<file path="src/hdl/u16u8_pkg.sv">
// Shared types, constants and the UTF-8 encoder for the UTF-16 to UTF-8 transcoder.
`default_nettype none
package u16u8_pkg;

  localparam logic [7:0] BOM_FE = 8'hFE;
  localparam logic [7:0] BOM_FF = 8'hFF;

  // top six bits of a surrogate code unit
  localparam logic [5:0] SURR_LEAD  = 6'b110110;  // 0xD800..0xDBFF
  localparam logic [5:0] SURR_TRAIL = 6'b110111;  // 0xDC00..0xDFFF

  localparam logic [20:0] SUPP_BASE = 21'h10000;

  // encoder result: up to four bytes, count 0..4
  typedef struct packed {
    logic [3:0][7:0] bytes;
    logic [2:0]      cnt;
  } u16u8_enc_t;

  // one queued entry: bytes of one item, ready for the serializer
  typedef struct packed {
    logic [3:0][7:0] bytes;
    logic [1:0]      cnt_m1;  // number of results minus one
    logic            bare;    // end marker without a byte
    logic            last;    // item closed the text
    logic            halted;  // conversion stopped on an unpaired lead
  } u16u8_entry_t;

  function automatic u16u8_enc_t utf8_encode(input logic [20:0] cp);
    u16u8_enc_t e;
    e.bytes = '0;
    e.cnt   = 3'd0;
    if (cp < 21'h20) begin
      e.cnt = 3'd0;
    end else if (cp < 21'h80) begin
      e.bytes[0] = cp[7:0];
      e.cnt      = 3'd1;
    end else if (cp < 21'h800) begin
      e.bytes[0] = {3'b110, cp[10:6]};
      e.bytes[1] = {2'b10, cp[5:0]};
      e.cnt      = 3'd2;
    end else if (cp < SUPP_BASE) begin
      e.bytes[0] = {4'b1110, cp[15:12]};
      e.bytes[1] = {2'b10, cp[11:6]};
      e.bytes[2] = {2'b10, cp[5:0]};
      e.cnt      = 3'd3;
    end else begin
      e.bytes[0] = {5'b11110, cp[20:18]};
      e.bytes[1] = {2'b10, cp[17:12]};
      e.bytes[2] = {2'b10, cp[11:6]};
      e.bytes[3] = {2'b10, cp[5:0]};
      e.cnt      = 3'd4;
    end
    return e;
  endfunction

endpackage
`default_nettype wire

</file>
<file path="src/hdl/u16u8_front.sv">
// Front end: accepts code units, tracks byte order and surrogates, encodes to UTF-8.
`default_nettype none
module u16u8_front
  import u16u8_pkg::*;
(
  input  wire logic         clk,
  input  wire logic         rst_n,
  input  wire logic         accept,
  input  wire logic [7:0]   first_byte,
  input  wire logic [7:0]   second_byte,
  input  wire logic         last_unit,
  output logic              push,
  output u16u8_entry_t      entry
);

  logic       in_prefix_r, in_prefix_nxt;
  logic       little_endian_r, little_endian_nxt;
  logic       lead_held_r, lead_held_nxt;
  logic [9:0] held_lead_bits_r, held_lead_bits_nxt;
  logic       halted_r, halted_nxt;

  logic        bom_le, bom_be, skip, work;
  logic [15:0] unit;
  logic [20:0] cp;
  logic        do_enc;
  u16u8_enc_t  enc;

  always_comb begin
    bom_le = (first_byte == BOM_FF) && (second_byte == BOM_FE);
    bom_be = (first_byte == BOM_FE) && (second_byte == BOM_FF);
    skip   = !halted_r && in_prefix_r && (bom_le || bom_be);
    work   = !halted_r && !skip;
    unit   = little_endian_r ? {second_byte, first_byte} : {first_byte, second_byte};

    in_prefix_nxt      = in_prefix_r;
    little_endian_nxt  = little_endian_r;
    lead_held_nxt      = lead_held_r;
    held_lead_bits_nxt = held_lead_bits_r;
    halted_nxt         = halted_r;
    do_enc             = 1'b0;
    cp                 = {5'd0, unit};

    if (!halted_r && in_prefix_r) begin
      if (bom_le || bom_be) begin
        little_endian_nxt = bom_le;
      end else begin
        in_prefix_nxt = 1'b0;
      end
    end

    if (work) begin
      if (lead_held_r) begin
        if (unit[15:10] == SURR_TRAIL) begin
          cp                 = {1'b0, held_lead_bits_r, unit[9:0]} + SUPP_BASE;
          lead_held_nxt      = 1'b0;
          held_lead_bits_nxt = '0;
          do_enc             = 1'b1;
        end else begin
          halted_nxt = 1'b1;
        end
      end else if (unit[15:10] == SURR_LEAD) begin
        if (last_unit) begin
          halted_nxt = 1'b1;
        end else begin
          lead_held_nxt      = 1'b1;
          held_lead_bits_nxt = unit[9:0];
        end
      end else begin
        do_enc = 1'b1;
      end
    end

    enc = utf8_encode(cp);
    if (!do_enc) begin
      enc = '0;
    end

    entry.bytes  = enc.bytes;
    entry.bare   = (enc.cnt == 3'd0);
    entry.cnt_m1 = (enc.cnt == 3'd0) ? 2'd0 : 2'(enc.cnt - 3'd1);
    entry.last   = last_unit;
    entry.halted = halted_nxt;
    push         = accept && ((enc.cnt != 3'd0) || last_unit);
  end

  always_ff @(posedge clk) begin
    if (!rst_n) begin
      in_prefix_r      <= 1'b1;
      little_endian_r  <= 1'b0;
      lead_held_r      <= 1'b0;
      held_lead_bits_r <= '0;
      halted_r         <= 1'b0;
    end else if (accept) begin
      if (last_unit) begin
        in_prefix_r      <= 1'b1;
        little_endian_r  <= 1'b0;
        lead_held_r      <= 1'b0;
        held_lead_bits_r <= '0;
        halted_r         <= 1'b0;
      end else begin
        in_prefix_r      <= in_prefix_nxt;
        little_endian_r  <= little_endian_nxt;
        lead_held_r      <= lead_held_nxt;
        held_lead_bits_r <= held_lead_bits_nxt;
        halted_r         <= halted_nxt;
      end
    end
  end

endmodule
`default_nettype wire

</file>
<file path="src/hdl/u16u8_fifo.sv">
// Short queue of encoded entries between front end and serializer.
`default_nettype none
module u16u8_fifo
  import u16u8_pkg::*;
#(
  parameter int DEPTH = 4
) (
  input  wire logic          clk,
  input  wire logic          rst_n,
  input  wire logic          wr_en,
  input  wire u16u8_entry_t  wr_data,
  input  wire logic          rd_en,
  output u16u8_entry_t       rd_data,
  output logic               full,
  output logic               empty
);

  localparam int PTR_W = $clog2(DEPTH);
  localparam int CNT_W = $clog2(DEPTH + 1);

  u16u8_entry_t slots_r [DEPTH];
  logic [PTR_W-1:0] wr_ptr_r, rd_ptr_r;
  logic [CNT_W-1:0] count_r, count_nxt;
  logic             do_wr, do_rd;

  assign full    = (count_r == CNT_W'(DEPTH));
  assign empty   = (count_r == '0);
  assign do_wr   = wr_en && !full;
  assign do_rd   = rd_en && !empty;
  assign rd_data = slots_r[rd_ptr_r];

  always_comb begin
    count_nxt = count_r;
    if (do_wr && !do_rd) begin
      count_nxt = count_r + 1'b1;
    end else if (do_rd && !do_wr) begin
      count_nxt = count_r - 1'b1;
    end
  end

  always_ff @(posedge clk) begin
    if (do_wr) begin
      slots_r[wr_ptr_r] <= wr_data;
    end
  end

  always_ff @(posedge clk) begin
    if (!rst_n) begin
      wr_ptr_r <= '0;
      rd_ptr_r <= '0;
      count_r  <= '0;
    end else begin
      count_r <= count_nxt;
      if (do_wr) begin
        wr_ptr_r <= (wr_ptr_r == PTR_W'(DEPTH - 1)) ? '0 : wr_ptr_r + 1'b1;
      end
      if (do_rd) begin
        rd_ptr_r <= (rd_ptr_r == PTR_W'(DEPTH - 1)) ? '0 : rd_ptr_r + 1'b1;
      end
    end
  end

endmodule
`default_nettype wire

</file>
<file path="src/hdl/u16u8_back.sv">
// Back end: serializes entries into a registered byte per cycle unless stalled.
`default_nettype none
module u16u8_back
  import u16u8_pkg::*;
(
  input  wire logic          clk,
  input  wire logic          rst_n,
  input  wire u16u8_entry_t  head,
  input  wire logic          head_valid,
  output logic               pop,
  output logic               out_tvalid,
  input  wire logic          out_tready,
  output logic [7:0]         out_tdata,
  output logic               out_tlast,
  output logic [2:0]         out_tuser
);

  logic       valid_r;
  logic [7:0] byte_r, byte_nxt;
  logic       last_run_r, last_run_nxt;
  logic [2:0] user_r, user_nxt;
  logic [1:0] idx_r;
  logic       load, fin;

  always_comb begin
    load         = head_valid && (!valid_r || out_tready);
    fin          = (idx_r == head.cnt_m1);
    pop          = load && fin;
    byte_nxt     = head.bare ? 8'd0 : head.bytes[idx_r];
    last_run_nxt = fin;
    user_nxt     = {head.halted, fin && head.last, !head.bare};
  end

  always_ff @(posedge clk) begin
    if (load) begin
      byte_r     <= byte_nxt;
      last_run_r <= last_run_nxt;
      user_r     <= user_nxt;
    end
  end

  always_ff @(posedge clk) begin
    if (!rst_n) begin
      valid_r <= 1'b0;
      idx_r   <= '0;
    end else begin
      if (load) begin
        valid_r <= 1'b1;
        idx_r   <= fin ? 2'd0 : idx_r + 2'd1;
      end else if (out_tready) begin
        valid_r <= 1'b0;
      end
    end
  end

  assign out_tvalid = valid_r;
  assign out_tdata  = byte_r;
  assign out_tlast  = last_run_r;
  assign out_tuser  = user_r;

endmodule
`default_nettype wire

</file>
<file path="src/hdl/utf16_to_utf8_transcoder_core.sv">
// Top level of the UTF-16 to UTF-8 transcoder: front end, entry queue, byte serializer.
//
//   channel | dir | ports                        | contents
//   --------+-----+------------------------------+------------------------------------
//   in_     | in  | tvalid tready tdata tlast    | one UTF-16 code unit as two bytes
//   out_    | out | tvalid tready tdata tlast    | one UTF-8 byte or a bare end marker
//           |     | tuser                        |
//
// A unit is decoded in the cycle it is taken and queued at that edge; its results then
// pass to the output register, one per cycle unless stalled, 1 to 4 per item (its UTF-8
// length, or 1 for an end marker); units with no result are not queued.
// Reset: synchronous on rst_n low; clears text state, queue pointers, output valid.
// Stalls: in_tready drops only when the queue is full; out_tready low holds the
// output register while the front end keeps filling the queue.
`default_nettype none
module utf16_to_utf8_transcoder_core
  import u16u8_pkg::*;
#(
  parameter int FIFO_DEPTH = 4
) (
  input  wire logic        clk,
  input  wire logic        rst_n,
  input  wire logic        in_tvalid,
  output logic             in_tready,
  input  wire logic [15:0] in_tdata,   // [7:0] first_byte, [15:8] second_byte
  input  wire logic        in_tlast,   // last_unit
  output logic             out_tvalid,
  input  wire logic        out_tready,
  output logic [7:0]       out_tdata,  // [7:0] out_byte
  output logic             out_tlast,  // last_of_run
  output logic [2:0]       out_tuser   // [0] byte_valid, [1] text_end, [2] stopped_on_error
);

  logic         accept;
  logic         push;
  u16u8_entry_t front_entry;
  u16u8_entry_t head;
  logic         q_full, q_empty, pop;

  // queue full is the only thing that backs up the input
  assign in_tready = !q_full;
  assign accept    = in_tvalid && in_tready;

  u16u8_front u_front (
    .clk         (clk),
    .rst_n       (rst_n),
    .accept      (accept),
    .first_byte  (in_tdata[7:0]),
    .second_byte (in_tdata[15:8]),
    .last_unit   (in_tlast),
    .push        (push),
    .entry       (front_entry)
  );

  u16u8_fifo #(
    .DEPTH (FIFO_DEPTH)
  ) u_fifo (
    .clk     (clk),
    .rst_n   (rst_n),
    .wr_en   (push),
    .wr_data (front_entry),
    .rd_en   (pop),
    .rd_data (head),
    .full    (q_full),
    .empty   (q_empty)
  );

  u16u8_back u_back (
    .clk        (clk),
    .rst_n      (rst_n),
    .head       (head),
    .head_valid (!q_empty),
    .pop        (pop),
    .out_tvalid (out_tvalid),
    .out_tready (out_tready),
    .out_tdata  (out_tdata),
    .out_tlast  (out_tlast),
    .out_tuser  (out_tuser)
  );

endmodule
`default_nettype wire
</file>
<file path="config.mk">
export PLATFORM = sky130hd
export DESIGN_NAME = utf16_to_utf8_transcoder_core
export DESIGN_NICKNAME = d
export VERILOG_FILES = /design/src/hdl/u16u8_pkg.sv /design/src/hdl/u16u8_front.sv /design/src/hdl/u16u8_fifo.sv /design/src/hdl/u16u8_back.sv /design/src/hdl/utf16_to_utf8_transcoder_core.sv
export SDC_FILE = /design/constraint.sdc
export NUM_CORES = 1
export LEC_CHECK = 0
export ABC_AREA = 1
export BUFFER_PORTS_ARGS = -buffer_cell sky130_fd_sc_hd__buf_2
export CORE_ASPECT_RATIO = 0.75
export CORE_UTILIZATION = 30
export DETAILED_ROUTE_END_ITERATION = 10
export GPL_ROUTABILITY_DRIVEN = 0
export SYNTH_ARGS = -nofsm -noshare
export SYNTH_HDL_FRONTEND = slang
export SYNTH_SLANG_ARGS = --single-unit
</file>
<file path="constraint.sdc">
create_clock -name clk -period 11.2 [get_ports clk]
set_input_delay 0.56 -clock clk [delete_from_list [all_inputs] [get_ports clk]]
set_output_delay 0.56 -clock clk [all_outputs]
set_load 0.02 [all_outputs]
</file>
==> results.py <==
metrics = {
    "clock_tree": {
        "cts_num_sinks": 174,
        "numCtsBuffers": 17,
        "cts_max_level": 4,
        "post_cts_buffers": 0,
        "cts_tree": "done",
        "clk_latency_ps": 440,
        "cts_resized": 0,
        "path_clk_slew_ps": 60,
        "cts_root_buf": "clkbuf_16",
        "clk_path_buf_depth": 2,
        "holdBufCountCts": 0,
    },
    "power": {
        "powerDensity_nw_per_um2": 232,
        "clock_power_share_pct": 27.4,
        "peakVddDrop_mv": 0.116,
        "seq_power_share_pct": 43.0,
        "power_mw": 2.10,
        "sw_frac_of_total_pct": 34.9,
        "pwr-share-comb_pct": 29.6,
        "p_sw_uw": 734,
        "p_leak_nw": 3.33,
        "internal_power_mw": 1.37,
    },
    "die": {
        "design.die.area_um2": 27100,
        "core_area_um2": 26000,
        "die_y_um": 143,
        "io-pin-count": 35,
        "row_count": 51,
        "initial_core_util_pct": 30.5,
        "die_w_um": 190,
    },
    "setup_path": {
        "r2r_slack_ps": 7290,
        "critPathLaunchType": "flop",
        "endpoint": "u_fifo.count_r[1]$_SDFFE_PN0P_",
        "crit_slowest_cell": "buf_4",
        "arrival_ps": 4230,
        "endpoint_kind": "flop",
        "worstReg2RegEnd": "u_fifo.count_r[1]$_SDFFE_PN0P_",
        "cp_cell_sequence": "buf_4, clkinv_1, buf_4, o21ai_0, o22ai_1, xnor2_1, nand2_1, nor2_1, inv_1, ha_1, inv_1, fa_1, o21ai_0, a21oi_1",
        "critPathKind": "reg2reg",
        "critical_path.max_fanout": 69,
        "critPathMaxStageDelay_ps": 530,
        "reg2reg_depth": 14,
        "crit_required_ps": 11520,
    },
    "global_routing": {
        "grt_pass1_wl_um": 30600,
        "grt_pass1_vias": 5209,
        "track_usage_pct": 15.4,
        "grt_max_degree": 70,
        "antenna_found_initial": 0,
        "grt-ovfl-total": 0,
    },
    "yosys": {
        "syn_area_per_cell_um2": 10.4,
        "ys_seq_area_share_pct": 62.6,
        "synthArstFlopShare_pct": 0,
        "syn_nets": 789,
        "synthCells": 760,
        "ys_warn_count": 0,
        "dominantRegCellSynth": "edfxtp_1",
        "syn_area_um2": 7930,
        "yosys_register_bits": 174,
        "yosysUniqueCellTypes": 46,
        "synth-edff-count": 148,
    },
    "routing": {
        "wl_per_cell_um": 17.2,
        "vias": 5657,
        "drt_iter0_markers": 494,
        "wl_met1_um": 9790,
        "wl_um": 19800,
        "post-route-drc-count": 0,
        "viasPerCell": 4.93,
        "drtPass1Iterations": 7,
        "dr_wl_met2_um": 8200,
        "antenna_left": 0,
        "top_layer_used": "met4",
        "dr_wl_met3_um": 1350,
    },
    "sta": {
        "finalCriticalPeriod_ps": 3910,
        "finalSetupViolations": 0,
        "clock_skew_ps": 9.50,
        "fmax_ghz": 0.256,
        "finalHoldViolations": 0,
        "slew_headroom_pct": 29.9,
        "rsz0062_at_grt": "false",
        "period_share_pct": 34.9,
        "fin_tns_setup_ps": 0,
        "layout_setup_ws_ps": 7290,
        "drv_slew": 0,
        "worst_pin_slew_ps": 1040,
    },
    "layout": {
        "diodes": 0,
        "drive_gt1_share_pct": 15.2,
        "area_delta_synth_final_pct": 14.6,
        "layout_commonest_cell": "edfxtp_1",
        "final_nets": 821,
        "fin_util_pct": 35.0,
        "final_cell_mix": "148 x edfxtp_1, 110 x nand2_1, 108 x nor2_1, 88 x o21ai_0, 58 x inv_1",
    },
    "run": {
        "maxCapViolCount": 0,
    },
    "placement": {
        "portBuffers": 34,
        "dp_hpwl_um": 13100,
        "post-place-ws_ps": 7300,
    },
    "worst_hold_path": {
        "hp-class": "in2reg",
    },
    "status": {
        "status": "finished clean",
    },
}
## state kept, by name, indices dropped and copies added, names as in the netlist, named ones only
| name | cells |
|---|---|
| u_fifo.rd_ptr_r | 2 |
| u_fifo.count_r | 3 |
| u_back.out_tdata | 8 |
| u_front.in_prefix_r | 1 |
| u_front.lead_held_r | 1 |
| u_front.held_lead_bits_r | 10 |
| u_back.out_tlast | 1 |
| u_fifo.slots_r | 136 |
| u_front.halted_r | 1 |
| u_back.idx_r | 2 |
| u_fifo.wr_ptr_r | 2 |
| u_back.out_tvalid | 1 |
| u_back.out_tuser | 3 |
| u_front.little_endian_r | 1 |
## synthesized netlist by cell type (2+ instances only)
library cell,n,area (um2)
nand3_1,28,140
o21ai_0,88,440
xnor2_1,2,17.5
inv_2,4,15.0
ha_1,7,87.6
buf_6,3,33.8
o211ai_1,4,30.0
o21ai_2,6,52.6
nand2_4,5,56.3
a211oi_1,4,30.0
clkbuf_1,25,93.8
nand4_1,4,25.0
inv_1,59,221
a21oi_1,28,140
nor2_4,2,22.5
nor3_2,2,20.0
o221ai_1,11,96.3
or2_2,3,18.8
nor2_2,4,25.0
o21ai_1,5,25.0
o22ai_1,21,131
buf_2,2,10.0
xor2_1,4,35.0
nand2_2,8,50.1
a21boi_0,3,22.5
nor3_1,5,25.0
and2_1,2,12.5
nand3_2,3,30.0
dfxtp_1,26,521
nor2_1,108,405
a31oi_1,11,68.8
edfxtp_1,148,4440
nand3_4,3,52.6
nand2_1,110,413
## layout make-up
type / count / area [um2]
clock buffers: 19 / 433
clock inverters: 12 / 138
fillers: 2571 / 16900
inverters: 65 / 246
multi-input cells: 490 / 2630
flip-flops and latches: 174 / 4970
well taps: 344 / 430
repair buffers: 44 / 245
## worst max-delay path, delay by kind of cell, from the launching register on
family | cells | cell delay (ps)
xor gates and xnor gates | 1 | 160
DFF | 1 | 310
AOI/OAI and AO/OA | 4 | 560
and+or+nand+nor | 2 | 440
adders and majority gates | 2 | 640
buffers and inverters | 5 | 1660
## power by group through the flow
stage | registers, mW | logic (mW) | clock network, mW
final | 0.904 | 0.622 | 0.577
after global routing | 0.916 | 0.693 | 0.614
after CTS | 0.906 | 0.629 | 0.588
after detailed placement | 0.919 | 0.627 | 0
after global placement | 0.918 | 0.622 | 0
after floorplan | 0.946 | 0.379 | 0
## stage by stage
stage                     area [um2]  hold slack [ps]  std cells
final                           9080              416       1148
after floorplan                 7930              429        760
after detailed placement        8510              453       1117
after global routing            9080              409       1148
after global placement          8510              445       1117
after CTS                       9080              396       1148
## kinds of logic after synthesis
family | count (synthesis) | share of synthesized area, %
muxes | 1 | 0.126
AOI/OAI and AO/OA | 186 | 13.8
adders and majority gates | 8 | 1.36
DFF | 174 | 62.6
buffers and inverters | 96 | 4.89
xor gates and xnor gates | 6 | 0.663
and+or+nand+nor | 289 | 16.5
## how the worst min path moves through the flow
stage	startpoint	endpoint	slack, ps	cells past startpoint
final	rst_n	u_front.in_prefix_r$_SDFFE_PN1P_	420	2
after global routing	rst_n	u_front.in_prefix_r$_SDFFE_PN1P_	410	2
after CTS	rst_n	u_front.in_prefix_r$_SDFFE_PN1P_	400	2
after detailed placement	u_front.in_prefix_r$_SDFFE_PN1P_	u_front.in_prefix_r$_SDFFE_PN1P_	450	2
after global placement	u_front.in_prefix_r$_SDFFE_PN1P_	u_front.in_prefix_r$_SDFFE_PN1P_	450	2
after floorplan	u_front.in_prefix_r$_SDFFE_PN1P_	u_front.in_prefix_r$_SDFFE_PN1P_	430	2
## routing by layer
metal | global-route usage (%) | vias to the layer above
met3 | 3.47 | 30
li1 | - | 2729
met2 | 21.5 | 198
met1 | 22.9 | 2700
met5 | 0 | -
met4 | 5.98 | 0
Power figures use the tool's default switching activity.
